## src/rtl/core/tcc_pkg.sv

```systemverilog
// ----------------------------------------------------------------------------
// tcc_pkg
// Types and constants shared by the thermostat command controller.
// ----------------------------------------------------------------------------
`default_nettype none

package tcc_pkg;

	typedef enum logic [1:0] {
		MODE_OFF    = 2'd0,
		MODE_AUTO   = 2'd1,
		MODE_MANUAL = 2'd2
	} mode_t;

	typedef enum logic [1:0] {
		RPT_NONE     = 2'd0,
		RPT_SETPOINT = 2'd1,
		RPT_TARGET   = 2'd2
	} report_kind_t;

	typedef enum logic [0:0] {
		CFG_HOT  = 1'b0,
		CFG_WARM = 1'b1
	} cfg_idx_t;

	localparam logic [9:0] HOT_RESET  = 10'd614;
	localparam logic [9:0] WARM_RESET = 10'd410;

	localparam logic [4:0] SP_MIN = 5'd18;
	localparam logic [4:0] SP_MID = 5'd22;
	localparam logic [4:0] SP_MAX = 5'd26;

	// indicator levels: cool high, cool low, heat, fan
	localparam logic [3:0] LV_NONE      = 4'b0000;
	localparam logic [3:0] LV_COOL_HARD = 4'b1001;
	localparam logic [3:0] LV_COOL_SOFT = 4'b0100;
	localparam logic [3:0] LV_HEAT      = 4'b0010;

	localparam logic [7:0] CH_LF    = 8'h0A;
	localparam logic [7:0] CH_CR    = 8'h0D;
	localparam logic [7:0] CH_PLUS  = 8'h2B;
	localparam logic [7:0] CH_MINUS = 8'h2D;
	localparam logic [7:0] CH_UP_A  = 8'h41;
	localparam logic [7:0] CH_UP_M  = 8'h4D;
	localparam logic [7:0] CH_UP_O  = 8'h4F;
	localparam logic [7:0] CH_LO_F  = 8'h66;

	// command decode handed from the character store to the control unit
	typedef struct packed {
		logic term;
		logic is_off;
		logic is_mplus;
		logic is_mminus;
		logic is_auto;
	} cmd_match_t;

	typedef struct packed {
		logic [3:0]   levels;
		logic         beep;
		report_kind_t report_kind;
		logic [4:0]   report_value;
		mode_t        mode_now;
	} result_t;

endpackage

`default_nettype wire

```

## src/rtl/core/tcc_in_if.sv

```systemverilog
// ----------------------------------------------------------------------------
// tcc_in_if
// Input channel: serial byte or temperature sample beats.
// ----------------------------------------------------------------------------
`default_nettype none

interface tcc_in_if;
	logic       valid;
	logic       ready;
	logic       cmd;
	logic [7:0] rx_byte;
	logic [9:0] sample;

	modport source (output valid, cmd, rx_byte, sample, input ready);
	modport sink (input valid, cmd, rx_byte, sample, output ready);
endinterface

`default_nettype wire

```

## src/rtl/core/tcc_out_if.sv

```systemverilog
// ----------------------------------------------------------------------------
// tcc_out_if
// Result channel: indicator levels, beep, report and mode beats.
// ----------------------------------------------------------------------------
`default_nettype none

interface tcc_out_if;
	logic       valid;
	logic       ready;
	logic       cool_high_led;
	logic       cool_low_led;
	logic       heat_led;
	logic       fan_on;
	logic       beep;
	logic [1:0] report_kind;
	logic [4:0] report_value;
	logic [1:0] mode_now;

	modport source (output valid, cool_high_led, cool_low_led, heat_led, fan_on, beep,
		report_kind, report_value, mode_now, input ready);
	modport sink (input valid, cool_high_led, cool_low_led, heat_led, fan_on, beep,
		report_kind, report_value, mode_now, output ready);
endinterface

`default_nettype wire

```

## src/rtl/core/tcc_cmd_buf.sv

```systemverilog
// ----------------------------------------------------------------------------
// tcc_cmd_buf
// Command character store with fill count and keyword match.
// ----------------------------------------------------------------------------
`default_nettype none

module tcc_cmd_buf #(
	parameter int CMD_CHARS = 4
) (
	input  wire logic                clk,
	input  wire logic                arst_n,
	input  wire logic                byte_vld,
	input  wire logic [7:0]          rx_byte,
	output tcc_pkg::cmd_match_t      match
);
	import tcc_pkg::*;

	localparam int CW = $clog2(CMD_CHARS + 1);
	localparam int IW = $clog2(CMD_CHARS);

	logic [7:0]    chars_q [CMD_CHARS];
	logic [CW-1:0] count_q;
	logic          collect;

	assign collect = byte_vld && (rx_byte != CH_CR) && (rx_byte != CH_LF)
		&& (count_q < CW'(CMD_CHARS));

	always_ff @(posedge clk or negedge arst_n) begin
		if (!arst_n) begin
			count_q <= '0;
		end else if (byte_vld) begin
			count_q <= collect ? count_q + CW'(1) : '0;
		end
	end

	// no reset: only entries below the count are read
	always_ff @(posedge clk) begin
		if (collect) begin
			chars_q[count_q[IW-1:0]] <= rx_byte;
		end
	end

	// match against the held text, before this beat updates it
	always_comb begin
		match.term      = byte_vld && !collect;
		match.is_off    = (count_q == CW'(3)) && (chars_q[0] == CH_UP_O)
			&& (chars_q[1] == CH_LO_F) && (chars_q[2] == CH_LO_F);
		match.is_mplus  = (count_q == CW'(2)) && (chars_q[0] == CH_UP_M)
			&& (chars_q[1] == CH_PLUS);
		match.is_mminus = (count_q == CW'(2)) && (chars_q[0] == CH_UP_M)
			&& (chars_q[1] == CH_MINUS);
		match.is_auto   = (count_q == CW'(1)) && (chars_q[0] == CH_UP_A);
	end

endmodule

`default_nettype wire

```

## src/rtl/core/tcc_ctrl.sv

```systemverilog
// ----------------------------------------------------------------------------
// tcc_ctrl
// Mode, setpoint and indicator state; builds the result of each beat.
// ----------------------------------------------------------------------------
`default_nettype none

module tcc_ctrl (
	input  wire logic                clk,
	input  wire logic                arst_n,
	input  wire logic                fire,
	input  wire logic                cmd,
	input  wire logic [9:0]          sample,
	input  wire tcc_pkg::cmd_match_t match,
	input  wire logic [9:0]          hot_th,
	input  wire logic [9:0]          warm_th,
	output tcc_pkg::result_t         res
);
	import tcc_pkg::*;

	mode_t      mode_q, mode_d;
	logic [4:0] sp_q, sp_d;
	logic [3:0] lv_q, lv_d;

	always_ff @(posedge clk or negedge arst_n) begin
		if (!arst_n) begin
			mode_q <= MODE_OFF;
			sp_q   <= SP_MIN;
			lv_q   <= LV_NONE;
		end else if (fire) begin
			mode_q <= mode_d;
			sp_q   <= sp_d;
			lv_q   <= lv_d;
		end
	end

	always_comb begin
		mode_d           = mode_q;
		sp_d             = sp_q;
		lv_d             = lv_q;
		res.beep         = 1'b0;
		res.report_kind  = RPT_NONE;
		res.report_value = '0;
		if (!cmd) begin
			if (match.term) begin
				if (match.is_off) begin
					lv_d     = LV_NONE;
					mode_d   = MODE_OFF;
					res.beep = 1'b1;
				end else if (match.is_mplus) begin
					mode_d   = MODE_MANUAL;
					res.beep = 1'b1;
					if (sp_q >= SP_MIN && sp_q < SP_MAX) begin
						sp_d             = sp_q + 5'd1;
						res.report_kind  = RPT_SETPOINT;
						res.report_value = sp_d;
					end
				end else if (match.is_mminus) begin
					mode_d   = MODE_MANUAL;
					res.beep = 1'b1;
					if (sp_q > SP_MIN && sp_q <= SP_MAX) begin
						sp_d             = sp_q - 5'd1;
						res.report_kind  = RPT_SETPOINT;
						res.report_value = sp_d;
					end
				end else if (match.is_auto) begin
					mode_d   = MODE_AUTO;
					res.beep = 1'b1;
				end
			end
		end else begin
			case (mode_q)
				MODE_AUTO: begin
					res.report_kind = RPT_TARGET;
					if (sample >= hot_th) begin
						lv_d             = LV_COOL_HARD;
						res.report_value = SP_MIN;
					end else if (sample >= warm_th) begin
						lv_d             = LV_COOL_SOFT;
						res.report_value = SP_MID;
					end else begin
						lv_d             = LV_HEAT;
						res.report_value = SP_MAX;
					end
				end
				MODE_MANUAL: begin
					if (sp_q < SP_MID) begin
						lv_d = LV_COOL_HARD;
					end else if (sp_q < SP_MAX) begin
						lv_d = LV_COOL_SOFT;
					end else begin
						lv_d = LV_HEAT;
					end
				end
				default: begin
					lv_d = lv_q;
				end
			endcase
		end
		res.levels   = lv_d;
		res.mode_now = mode_d;
	end

endmodule

`default_nettype wire

```

## src/rtl/core/thermostat_command_controller.sv

```systemverilog
// ----------------------------------------------------------------------------
// thermostat_command_controller
// Serial command decoder and temperature-driven indicator controller.
// ----------------------------------------------------------------------------
// Takes one beat per clock on the items channel, unless results stall: a
// received byte (cmd 0) or a raw 10-bit sample (cmd 1). Each beat yields
// exactly one result beat, held first in the input register and then in
// the result register. Throughput is one beat per cycle, limited only by
// backpressure on results. Bytes other than CR/LF are held until
// CMD_CHARS are stored; the next CR, LF or overflowing byte ends the
// command, which is matched against Off, M+, M- and A. Threshold registers
// are written through cfg_we/cfg_idx/cfg_wdata (0 hot, 1 warm) and must
// only change while no beat is in flight.
// ----------------------------------------------------------------------------
`default_nettype none

module thermostat_command_controller #(
	parameter int CMD_CHARS = 4
) (
	input  wire logic       clk,
	input  wire logic       arst_n,
	input  wire logic       cfg_we,
	input  wire logic [0:0] cfg_idx,
	input  wire logic [9:0] cfg_wdata,
	tcc_in_if.sink          items,
	tcc_out_if.source       results
);
	import tcc_pkg::*;

	// configuration registers
	logic [9:0] hot_q, warm_q;

	always_ff @(posedge clk or negedge arst_n) begin
		if (!arst_n) begin
			hot_q  <= HOT_RESET;
			warm_q <= WARM_RESET;
		end else if (cfg_we) begin
			case (cfg_idx_t'(cfg_idx))
				CFG_HOT:  hot_q  <= cfg_wdata;
				CFG_WARM: warm_q <= cfg_wdata;
				default:  hot_q  <= hot_q;
			endcase
		end
	end

	// input register stage
	logic       vld_s1;
	logic       cmd_s1;
	logic [7:0] byte_s1;
	logic [9:0] sample_s1;
	logic       advance;
	logic       fire;
	logic       take;

	// result register
	logic    res_vld_q;
	result_t res_q;
	result_t res_d;

	// stage 1 moves on whenever the result slot is empty or being drained
	assign advance     = !res_vld_q || results.ready;
	assign fire        = vld_s1 && advance;
	assign items.ready = !vld_s1 || advance;
	assign take        = items.valid && items.ready;

	always_ff @(posedge clk or negedge arst_n) begin
		if (!arst_n) begin
			vld_s1 <= 1'b0;
		end else if (items.ready) begin
			vld_s1 <= items.valid;
		end
	end

	always_ff @(posedge clk) begin
		if (take) begin
			cmd_s1    <= items.cmd;
			byte_s1   <= items.rx_byte;
			sample_s1 <= items.sample;
		end
	end

	cmd_match_t match;

	tcc_cmd_buf #(
		.CMD_CHARS (CMD_CHARS)
	) u_cmd_buf (
		.clk      (clk),
		.arst_n   (arst_n),
		.byte_vld (fire && !cmd_s1),
		.rx_byte  (byte_s1),
		.match    (match)
	);

	tcc_ctrl u_ctrl (
		.clk     (clk),
		.arst_n  (arst_n),
		.fire    (fire),
		.cmd     (cmd_s1),
		.sample  (sample_s1),
		.match   (match),
		.hot_th  (hot_q),
		.warm_th (warm_q),
		.res     (res_d)
	);

	always_ff @(posedge clk or negedge arst_n) begin
		if (!arst_n) begin
			res_vld_q <= 1'b0;
		end else if (advance) begin
			res_vld_q <= vld_s1;
		end
	end

	always_ff @(posedge clk) begin
		if (fire) begin
			res_q <= res_d;
		end
	end

	assign results.valid         = res_vld_q;
	assign results.cool_high_led = res_q.levels[3];
	assign results.cool_low_led  = res_q.levels[2];
	assign results.heat_led      = res_q.levels[1];
	assign results.fan_on        = res_q.levels[0];
	assign results.beep          = res_q.beep;
	assign results.report_kind   = res_q.report_kind;
	assign results.report_value  = res_q.report_value;
	assign results.mode_now      = res_q.mode_now;

endmodule

`default_nettype wire
```

## src/flat_wrapper.sv

```systemverilog
// flat-port wrapper written by rule: the top's interface ports become plain ports
module thermostat_command_controller_flat import tcc_pkg::*;
#(
	parameter int CMD_CHARS = 4
)
  (clk, arst_n, cfg_we, cfg_idx, cfg_wdata, items_valid, items_cmd, items_rx_byte, items_sample, items_ready, results_valid, results_cool_high_led, results_cool_low_led, results_heat_led, results_fan_on, results_beep, results_report_kind, results_report_value, results_mode_now, results_ready);
  tcc_in_if items_i ();
  tcc_out_if results_i ();
  input  wire logic clk;
  input  wire logic arst_n;
  input  wire logic cfg_we;
  input  wire logic [0:0] cfg_idx;
  input  wire logic [9:0] cfg_wdata;
  input wire logic [$bits(items_i.valid)-1:0] items_valid;
  input wire logic [$bits(items_i.cmd)-1:0] items_cmd;
  input wire logic [$bits(items_i.rx_byte)-1:0] items_rx_byte;
  input wire logic [$bits(items_i.sample)-1:0] items_sample;
  output wire logic [$bits(items_i.ready)-1:0] items_ready;
  output wire logic [$bits(results_i.valid)-1:0] results_valid;
  output wire logic [$bits(results_i.cool_high_led)-1:0] results_cool_high_led;
  output wire logic [$bits(results_i.cool_low_led)-1:0] results_cool_low_led;
  output wire logic [$bits(results_i.heat_led)-1:0] results_heat_led;
  output wire logic [$bits(results_i.fan_on)-1:0] results_fan_on;
  output wire logic [$bits(results_i.beep)-1:0] results_beep;
  output wire logic [$bits(results_i.report_kind)-1:0] results_report_kind;
  output wire logic [$bits(results_i.report_value)-1:0] results_report_value;
  output wire logic [$bits(results_i.mode_now)-1:0] results_mode_now;
  input wire logic [$bits(results_i.ready)-1:0] results_ready;
  assign items_i.valid = items_valid;
  assign items_i.cmd = items_cmd;
  assign items_i.rx_byte = items_rx_byte;
  assign items_i.sample = items_sample;
  assign items_ready = items_i.ready;
  assign results_valid = results_i.valid;
  assign results_cool_high_led = results_i.cool_high_led;
  assign results_cool_low_led = results_i.cool_low_led;
  assign results_heat_led = results_i.heat_led;
  assign results_fan_on = results_i.fan_on;
  assign results_beep = results_i.beep;
  assign results_report_kind = results_i.report_kind;
  assign results_report_value = results_i.report_value;
  assign results_mode_now = results_i.mode_now;
  assign results_i.ready = results_ready;
  thermostat_command_controller #(.CMD_CHARS(CMD_CHARS)) u_core (.clk(clk), .arst_n(arst_n), .cfg_we(cfg_we), .cfg_idx(cfg_idx), .cfg_wdata(cfg_wdata), .items(items_i), .results(results_i));
endmodule
```

## config.mk

```make
export PLATFORM = sky130hd
export DESIGN_NAME = thermostat_command_controller_flat
export DESIGN_NICKNAME = d
export VERILOG_FILES = /design/src/rtl/core/tcc_pkg.sv /design/src/rtl/core/tcc_in_if.sv /design/src/rtl/core/tcc_out_if.sv /design/src/rtl/core/tcc_cmd_buf.sv /design/src/rtl/core/tcc_ctrl.sv /design/src/rtl/core/thermostat_command_controller.sv /design/src/flat_wrapper.sv
export SDC_FILE = /design/constraint.sdc
export NUM_CORES = 1
export LEC_CHECK = 0
export BUFFER_PORTS_ARGS = -buffer_cell sky130_fd_sc_hd__clkbuf_2
export CORE_MARGIN = 4
export CORE_UTILIZATION = 45
export DETAILED_ROUTE_END_ITERATION = 16
export SLEW_MARGIN = 20
export SYNTH_ARGS = -nofsm -noshare
export SYNTH_HDL_FRONTEND = slang
export SYNTH_SLANG_ARGS = --single-unit
```

## constraint.sdc

```tcl
create_clock -name clk -period 3.04 [get_ports clk]
set_input_delay 0.304 -clock clk [delete_from_list [all_inputs] [get_ports clk]]
set_output_delay 0.304 -clock clk [all_outputs]
set_load 0.02 [all_outputs]
```

# After elaboration in Yosys (flattened, before gate mapping)
# Memory sizes are Yosys's and may differ from the RTL's.
# Cells that the tools add are included.
[classes]
add_sub_neg = 3
n_mul = 0
div_mod_pow = 0
magnitude_cmp = 8
n_eq_ne = 15
shifts = 0
n_mux = 34
bitwise_logic = 4
reduce_logical = 28
[ops]
columns = ["cell", "count"]
rows = [
  ["8-bit by 7-bit == test with 1-bit output, second input constant", 5],
  ["7-bit two-way mux", 5],
  ["4-bit two-way mux", 7],
  ["10-bit greater-or-equal comparator", 2],
  ["5-bit two-way mux", 4],
  ["8-bit by 6-bit == test with 1-bit output, second input constant", 2],
  ["1-bit logical AND", 16],
  ["8-bit by 4-bit != test with 1-bit output, second input constant", 2],
  ["2-bit two-way mux", 6],
  ["6-bit two-way mux", 2],
  ["5-bit less-than comparator, second input constant", 2],
  ["3-bit two-way mux", 3],
  ["8-bit two-way mux", 1],
  ["4-bit case mux with 2 select lines", 1],
  ["7-bit AND reduction", 1],
  ["3-bit by 2-bit == test with 1-bit output, second input constant", 2],
  ["5-bit by 1-bit adder with 5-bit output, second input constant", 1],
  ["5-bit greater-or-equal comparator, second input constant", 1],
  ["5-bit > comparator, second input constant", 1],
  ["5-bit <= comparator, second input constant", 1],
  ["1-bit two-way mux", 5],
  ["5-bit by 1-bit subtractor with 5-bit output, second input constant", 1],
  ["1-bit logical NOT", 4],
  ["1-bit inverter", 4],
  ["10 further kinds", 13],
]
[word_totals]
register_bits = 69
latch_bits = 0
ram_bits = 32
mem_bits_ro = 0
in_bits = 35
out_inout_bits = 16
elab_cells = 109
n_memories = 1
[memory_table]
columns = ["name", "depth", "width", "read_ports", "rd_ports_with_merged_regs", "wr", "line", "source"]
rows = [
  ["u_core.u_cmd_buf.chars_q", 4, 8, 3, 0, 1, "tcc_cmd_buf.sv:21", "logic [7:0] chars_q [CMD_CHARS];"],
]

# Longest topological paths before layout
# Gate-level depths: netlist of the first run.
[depth]
ltp_word = 11
ltp_mapped = 8
depth_no_buf = 8

# By module
# A second synthesis of the first run with hierarchy kept.
[unflattened]
hier_cells = 357
hier_area_um2 = 4518.1
[by_module_without_submodules]
columns = ["mod", "instances", "cells_each", "area_each_um2", "seq_area_each_um2"]
rows = [
  ["thermostat_command_controller", 1, 86, 1888.1, 1554.0],
  ["tcc_ctrl", 1, 198, 1497.7, 277.8],
  ["tcc_cmd_buf", 1, 73, 1132.3, 795.8],
]

# Worst setup path after synthesis of the first run
# Ideal clock, no wire load.
[synth_timing]
path_kind = "flip-flop to flip-flop"
startpoint = "register u_core.warm_q[7]"
endpoint = "register u_core.res_q, in the netlist u_core.results.cool_low_led (data pin)"
setup_ps = 269
t_arrival_ps = 2088
t_required_ps = 2771
setup_slack_ps = 682
path_stages_with_launch = 9
path_buffers = 0
synth_period_minus_slack_ps = 2358
path_cell_list = "dfstp_2 > inv_1 > ha_1 > a21o_1 > a21o_1 > a221o_1 > a31o_2 > a311oi_1 > o22ai_1"
[synth_rtl]
columns = ["item", "line", "source"]
rows = [
  ["start, declared", "thermostat_command_controller.sv:31", "logic [9:0] hot_q, warm_q;"],
  ["start signal, assigned", "thermostat_command_controller.sv:40", "CFG_WARM: warm_q <= cfg_wdata;"],
  ["end signal, assigned", "thermostat_command_controller.sv:116", "res_q <= res_d;"],
  ["end, declared", "thermostat_command_controller.sv:57", "result_t res_q;"],
]

==> results.yml, run 1 <==
status:
  outcome: "finished, final reports clean"
global_routing:
  overflow: 0
  antenna_found_initial: 0
  grt_start_max_net_pins: 37
  gr-usage-all-layers_pct: 15.0
  grt_pass1_wl_um: 13400
  grt_pass1_vias: 2781
yosys:
  yosys.area.top_type_share_pct: 38.9
  syn-num-nets: 413
  yosysMostFrequentCell: "edfxtp_1"
  synth_flop_cell: "edfxtp_1"
  synth_common_cells: "edfxtp_1, inv_1, o21ai_0, ha_1, nand2_1"
  synth-seq-cells: 93
  async_flop_share_pct: 38.7
  yosysTopAreaCell: "edfxtp_1"
  seq_area_frac_synth_pct: 59.7
  avgSynthCellArea_um2: 12.6
  synthesis.area_um2: 4400
  synthCells: 348
  synth.distinct_cells: 51
  synth_edf_count: 57
  yosysWarnings: 0
  ys_top_cells_by_area: "edfxtp_1, dfrtp_1, ha_1, dfstp_2, o21ai_0"
setup_path:
  crit_arrival_ns: 2.62
  worst_path_most_repeated_cell: "a21o_1"
  worstPathMaxFanout: 2
  crit_slowest_cell: "dfstp_2"
  critical-path-max-stage-delay_ns: 0.54
  worstRegToRegCells: 8
  reg2reg_slack_ns: 0.53
  crit_path_cell_trace: "inv_1, ha_1, a21o_1, a21o_1, a221o_1, a31o_2, a311oi_1, o22ai_1"
  worst_setup_path_start_kind: "flop"
  critPathCaptureType: "flop"
  required_ns: 3.15
  crit_type: "flop to flop"
detailed_routing:
  vias_per_cell: 5.17
  drtPass1Iterations: 4
  vias: 2787
  drt-initial-drc-count: 104
  drtAntennaViolNets: 0
  drc: 0
  wirelength_um: 7840
  wire_per_inst_um: 14.5
sta:
  clock.fmax_ghz: 0.398
  finalCritPeriodShare_pct: 82.7
  rsz0062_at_grt: "no"
  min_period_ns: 2.51
  finalHoldViolations: 0
  setup_tns_ns: 0
  tightest_slew_ns: 0.876
  relSlewSlack_pct: 41.6
  fin_skew_ns: 0.0109
  finalSetupViolCount: 0
  finalMaxSlewViolations: 0
final_layout:
  final_core_util_pct: 53.3
  fillers: 852
  layout-drive-gt1-share_pct: 24.6
  syn_to_final_growth_pct: 13.4
  stdcell_area_um2: 4990
  nets: 470
  insertedDiodeCount: 0
  final_cells: 539
die:
  core_area_um2: 9370
  die_w_um: 107
  ios: 51
  die_area_um2: 11400
  start_util_pct: 47.0
  die_h_um: 107
  row_count: 35
clocking:
  cts.sinks: 93
  ctsResizeCount: 0
  clockRootBuffer: "clkbuf_8"
  cts_setup_buffers: 0
  cts_buffers: 9
  htree_levels: 3
  postCtsHoldBufs: 0
  insertion_delay_ns: 0.36
  cts_buffer_depth: 2
  path_clk_slew_ns: 0.10
  cts_tree: "built"
placement:
  post_dp_cell_area_um2: 4810
  place_congestion: 0.788
  dp_cells: 523
  dp_hpwl_um: 5850
  port_buffers: 50
power:
  ir_worst_vdd_mv: 0.313
  powerDensity_nw_per_um2: 565
  p_leak_nw: 2.11
  power.total_mw: 2.82
flow_run:
  max-cap-violations: 0
worst_hold_path:
  hold_path_class: "input pin to asynchronous set/reset pin"
==> sequential cells by signal (all words and copies together) (netlist names), 2 cells and up <==
register,cells
u_core.u_ctrl.lv_q,4
u_core.byte_s1,8
u_core.results.report_value,5
u_core.sample_s1,10
u_core.u_cmd_buf.chars_q,24
u_core.results.report_kind,2
u_core.results.mode_now,2
u_core.u_ctrl.sp_q,5
u_core.hot_q,10
u_core.u_cmd_buf.count_q,3
u_core.u_ctrl.mode_q,2
u_core.warm_q,10
==> layout make-up <==
class	instances	area, µm²	share of cell area (%)
clock buffers	9	124	2.48
clock inverters	7	62.6	1.25
inverters	36	135	2.71
multi-input cells	213	1620	32.4
flip-flops and latches	93	2630	52.6
well taps	129	161	3.23
repair buffers	52	265	5.31
==> path summary, 6_finish.rpt <==
check	start	to
setup / recovery	u_core.warm_q[7]$_DFFE_PN1P_	u_core.results.cool_low_led$_DFFE_PN_
hold / removal	arst_n	u_core.u_ctrl.lv_q[1]$_DFFE_PN0N_
setup reg to reg	u_core.warm_q[7]$_DFFE_PN1P_	u_core.results.cool_low_led$_DFFE_PN_
hold reg to reg	u_core.warm_q[5]$_DFFE_PN0P_	u_core.warm_q[5]$_DFFE_PN0P_
max in group asynchronous	arst_n	u_core.hot_q[4]$_DFFE_PN0P_
min in group clk	items_sample[1]	u_core.sample_s1[1]$_DFFE_PP_
==> cells in the final DEF, fill, tap and decap left out, drive strengths merged, types with 6 or more instances in the layout <==
| master | instances |
|---|---|
| clkbuf | 58 |
| edfxtp | 57 |
| inv | 41 |
| o21ai | 31 |
| ha | 30 |
| nand2 | 25 |
| dfrtp | 24 |
| a21oi | 14 |
| nand2b | 12 |
| mux2 | 12 |
| dfstp | 12 |
| nor2 | 9 |
| a21o | 7 |
| o22ai | 6 |
==> metrics by stage <==
step | hold WS [ns] | worst slack (ns)
after global placement | 0.481 | 0.608
after global routing | 0.0875 | 0.401
after detailed placement | 0.483 | 0.553
after CTS | 0.0950 | 0.528
after floorplan | 0.00841 | 0.682
final | 0.0477 | 0.527
==> per-layer routing <==
layer | GRT usage, % | vias to the layer above | wire length, µm
met5 | 0 | - | 0
met4 | 5.02 | 0 | 81
met3 | 3.31 | 7 | 351
met2 | 24.0 | 64 | 3710
met1 | 20.3 | 1324 | 3700
li1 | - | 1392 | -
==> kinds of logic (layout without fill, tap and decap cells) <==
logic type	Yosys count	in the layout	share of synthesized area, %
simple gates	87	87	12.6
fa+ha+maj	30	30	8.53
flops	93	93	59.7
buf+inv	42	104	3.58
mux	15	15	3.75
compound gates	77	77	11.0
xor+xnor	4	4	0.796
==> where the power goes <==
group          leakage [nW]  switching (mW)  internal [mW]
clock network        0.0931           0.464          0.316
logic                  1.06           0.260          0.191
registers             0.952          0.0786           1.51
==> critical path, delay by kind of cell, from the launching register on <==
kind | cells | cell delay, ns
AOI/OAI and AO/OA | 6 | 1.40
adders and majority gates | 1 | 0.29
buffers and inverters | 1 | 0.04
DFF | 1 | 0.54
(Power assumes the default switching activity.)
==> run 2: changes to the inputs <==
clock period = 2.45 ns   (was 3.04 ns; I/O delays follow)
==> run 2 against run 1 <==
Setup slack worse by 0.41 ns; highest routed layer unchanged; critical endpoint unchanged; critical path type unchanged; hold slack worse by 0.045 ns; register-to-register slack worse by 0.41 ns; fmax up 7.7%; combinational power rose by 30%.
==> results.yml, run 2 (synthesis results as in run 1) <==
final_layout:
  final_core_util_pct: 54.8
  insertedDiodeCount: 0
  nets: 480
  final_cell_mix: "edfxtp_1, clkbuf_2, inv_1, o21ai_0, ha_1"
  final_cells: 549
  largest_reg_flops: 24
  syn_to_final_growth_pct: 16.7
  final_common_cell: "edfxtp_1"
  layout-drive-gt1-share_pct: 27.1
power:
  power.share.clock_pct: 31.1
  powerDensity_nw_per_um2: 723
  power.internal_mw: 2.72
  p_comb_share_pct: 15.8
  ir_worst_vdd_mv: 0.375
  power.total_mw: 3.71
  p_seq_share_pct: 53.1
  swShare_pct: 26.7
  p_leak_nw: 2.18
  switchingPower_mw: 0.992
worst_hold_path:
  hold_path_class: "input pin to asynchronous set/reset pin"
setup_path:
  crit_type: "flop to flop"
  worst_setup_path_start_kind: "flop"
  crit-reg2reg-capture: "u_core.results.cool_low_led$_DFFE_PN_"
  crit_path_cell_trace: "inv_1, ha_4, a21o_1, a21o_1, a221o_1, a31o_2, a311oi_2, o22ai_1"
  worstReg2RegStart: "u_core.warm_q[7]$_DFFE_PN1P_"
  required_ns: 2.55
  crit_arrival_ns: 2.44
  worstRegToRegCells: 8
  critical-path-max-stage-delay_ns: 0.53
  critPathCaptureType: "flop"
  crit_slowest_cell: "dfstp_2"
  cp-startpoint: "u_core.warm_q[7]$_DFFE_PN1P_"
  worst_path_most_repeated_cell: "a21o_1"
  worstPathMaxFanout: 2
  reg2reg_slack_ns: 0.12
detailed_routing:
  vias_per_cell: 5.15
  drtPass1Iterations: 4
  vias: 2827
  wirelength_um: 7890
  wire_per_inst_um: 14.4
  drc: 0
  drtAntennaViolNets: 0
  drt-initial-drc-count: 121
sta:
  clock.fmax_ghz: 0.429
  finalMaxSlewViolations: 0
  fin_skew_ns: 0.00815
  tightest_slew_ns: 0.938
  finalSetupViolCount: 0
  relSlewSlack_pct: 37.5
  finalHoldViolations: 0
  finalCritPeriodShare_pct: 95.2
  min_period_ns: 2.33
  setup_tns_ns: 0
  whs_ns: 0.00305
  rsz0062_at_grt: "no"
clocking:
  cts_buffers: 9
  insertion_delay_ns: 0.36
  cts_buffer_depth: 2
  path_clk_slew_ns: 0.10
  cts_tree: "built"
  htree_levels: 3
  clockRootBuffer: "clkbuf_8"
  cts.sinks: 93
die:
  die_w_um: 107
  die_h_um: 107
  row_count: 35
  core_area_um2: 9370
  ios: 51
  die_area_um2: 11400
  start_util_pct: 47.0
flow_run:
  max-cap-violations: 0
global_routing:
  grt_pass1_wl_um: 13200
  grt_start_max_net_pins: 37
  overflow: 0
  gr-usage-all-layers_pct: 14.8
  grt_pass1_vias: 2778
  antenna_found_initial: 0
placement:
  port_buffers: 50
  dp_hpwl_um: 5880
  dp_cells: 531
  place_congestion: 0.778
status:
  outcome: "finished, final reports clean"
[run 2: metrics by stage]
step	worst slack, ns	cell area (µm²)
after floorplan	0.0924	4400
after global placement	0.0113	4870
after detailed placement	-0.0297	4870
after CTS	0.0186	5100
after global routing	0.00247	5130
final	0.117	5130
[run 2: per-layer routing]
layer	wire length (µm)	GRT usage [%]	vias to the layer above	part of all wire [%]
li1	-	-	1416	-
met1	3820	20.5	1347	48
met2	3670	22.9	51	46
met3	265	2.83	13	3.4
met4	135	6.03	0	1.7
met5	0	0	-	0
[run 2: cell type report]
cell class / instances / area (µm²)
clock buffers: 9 / 124
clock inverters: 7 / 105
fillers: 803 / 4240
inverters: 36 / 135
multi-input cells: 213 / 1640
flip-flops and latches: 93 / 2630
well taps: 129 / 161
repair buffers: 62 / 340
[run 2: critical path: cells and delay by family (launching register included)]
kind                       cells  cell delay (ns)
buffers and inverters          1             0.06
adders and majority gates      1             0.21
AOI/OAI and AO/OA              6             1.28
DFF                            1             0.53
[run 2: power groups by stage]
stage | clock, mW | sequential (mW) | combinational, mW
3_3_place_gp | 0 | 2.00 | 0.563
6_report | 1.15 | 1.97 | 0.588
4_1_cts | 1.19 | 1.97 | 0.586
5_1_grt | 1.26 | 1.99 | 0.684
3_5_place_dp | 0 | 2.01 | 0.578
2_1_floorplan | 0 | 2.01 | 0.373
[run 2: worst max path at each step]
stage,end,slack [ns],depth (start not counted)
6_report,u_core.results.cool_low_led$_DFFE_PN_,0.12,8
5_1_grt,u_core.results.cool_low_led$_DFFE_PN_,0.002,8
4_1_cts,u_core.results.cool_low_led$_DFFE_PN_,0.02,8
3_5_place_dp,u_core.results.cool_low_led$_DFFE_PN_,-0.03,8
3_3_place_gp,u_core.results.cool_low_led$_DFFE_PN_,0.01,8
2_1_floorplan,u_core.results.cool_low_led$_DFFE_PN_,0.09,8
[run 2: timing repair]
| item | 4_1_cts | 5_1_grt |
|---|---|---|
| endpoints found under the setup margin | 1 | 6 |
| hold buffers | 0 | 0 |
| buffers inserted | 0 | 2 |
| pin swaps | 0 | 6 |
| resized for setup | 1 | 3 |
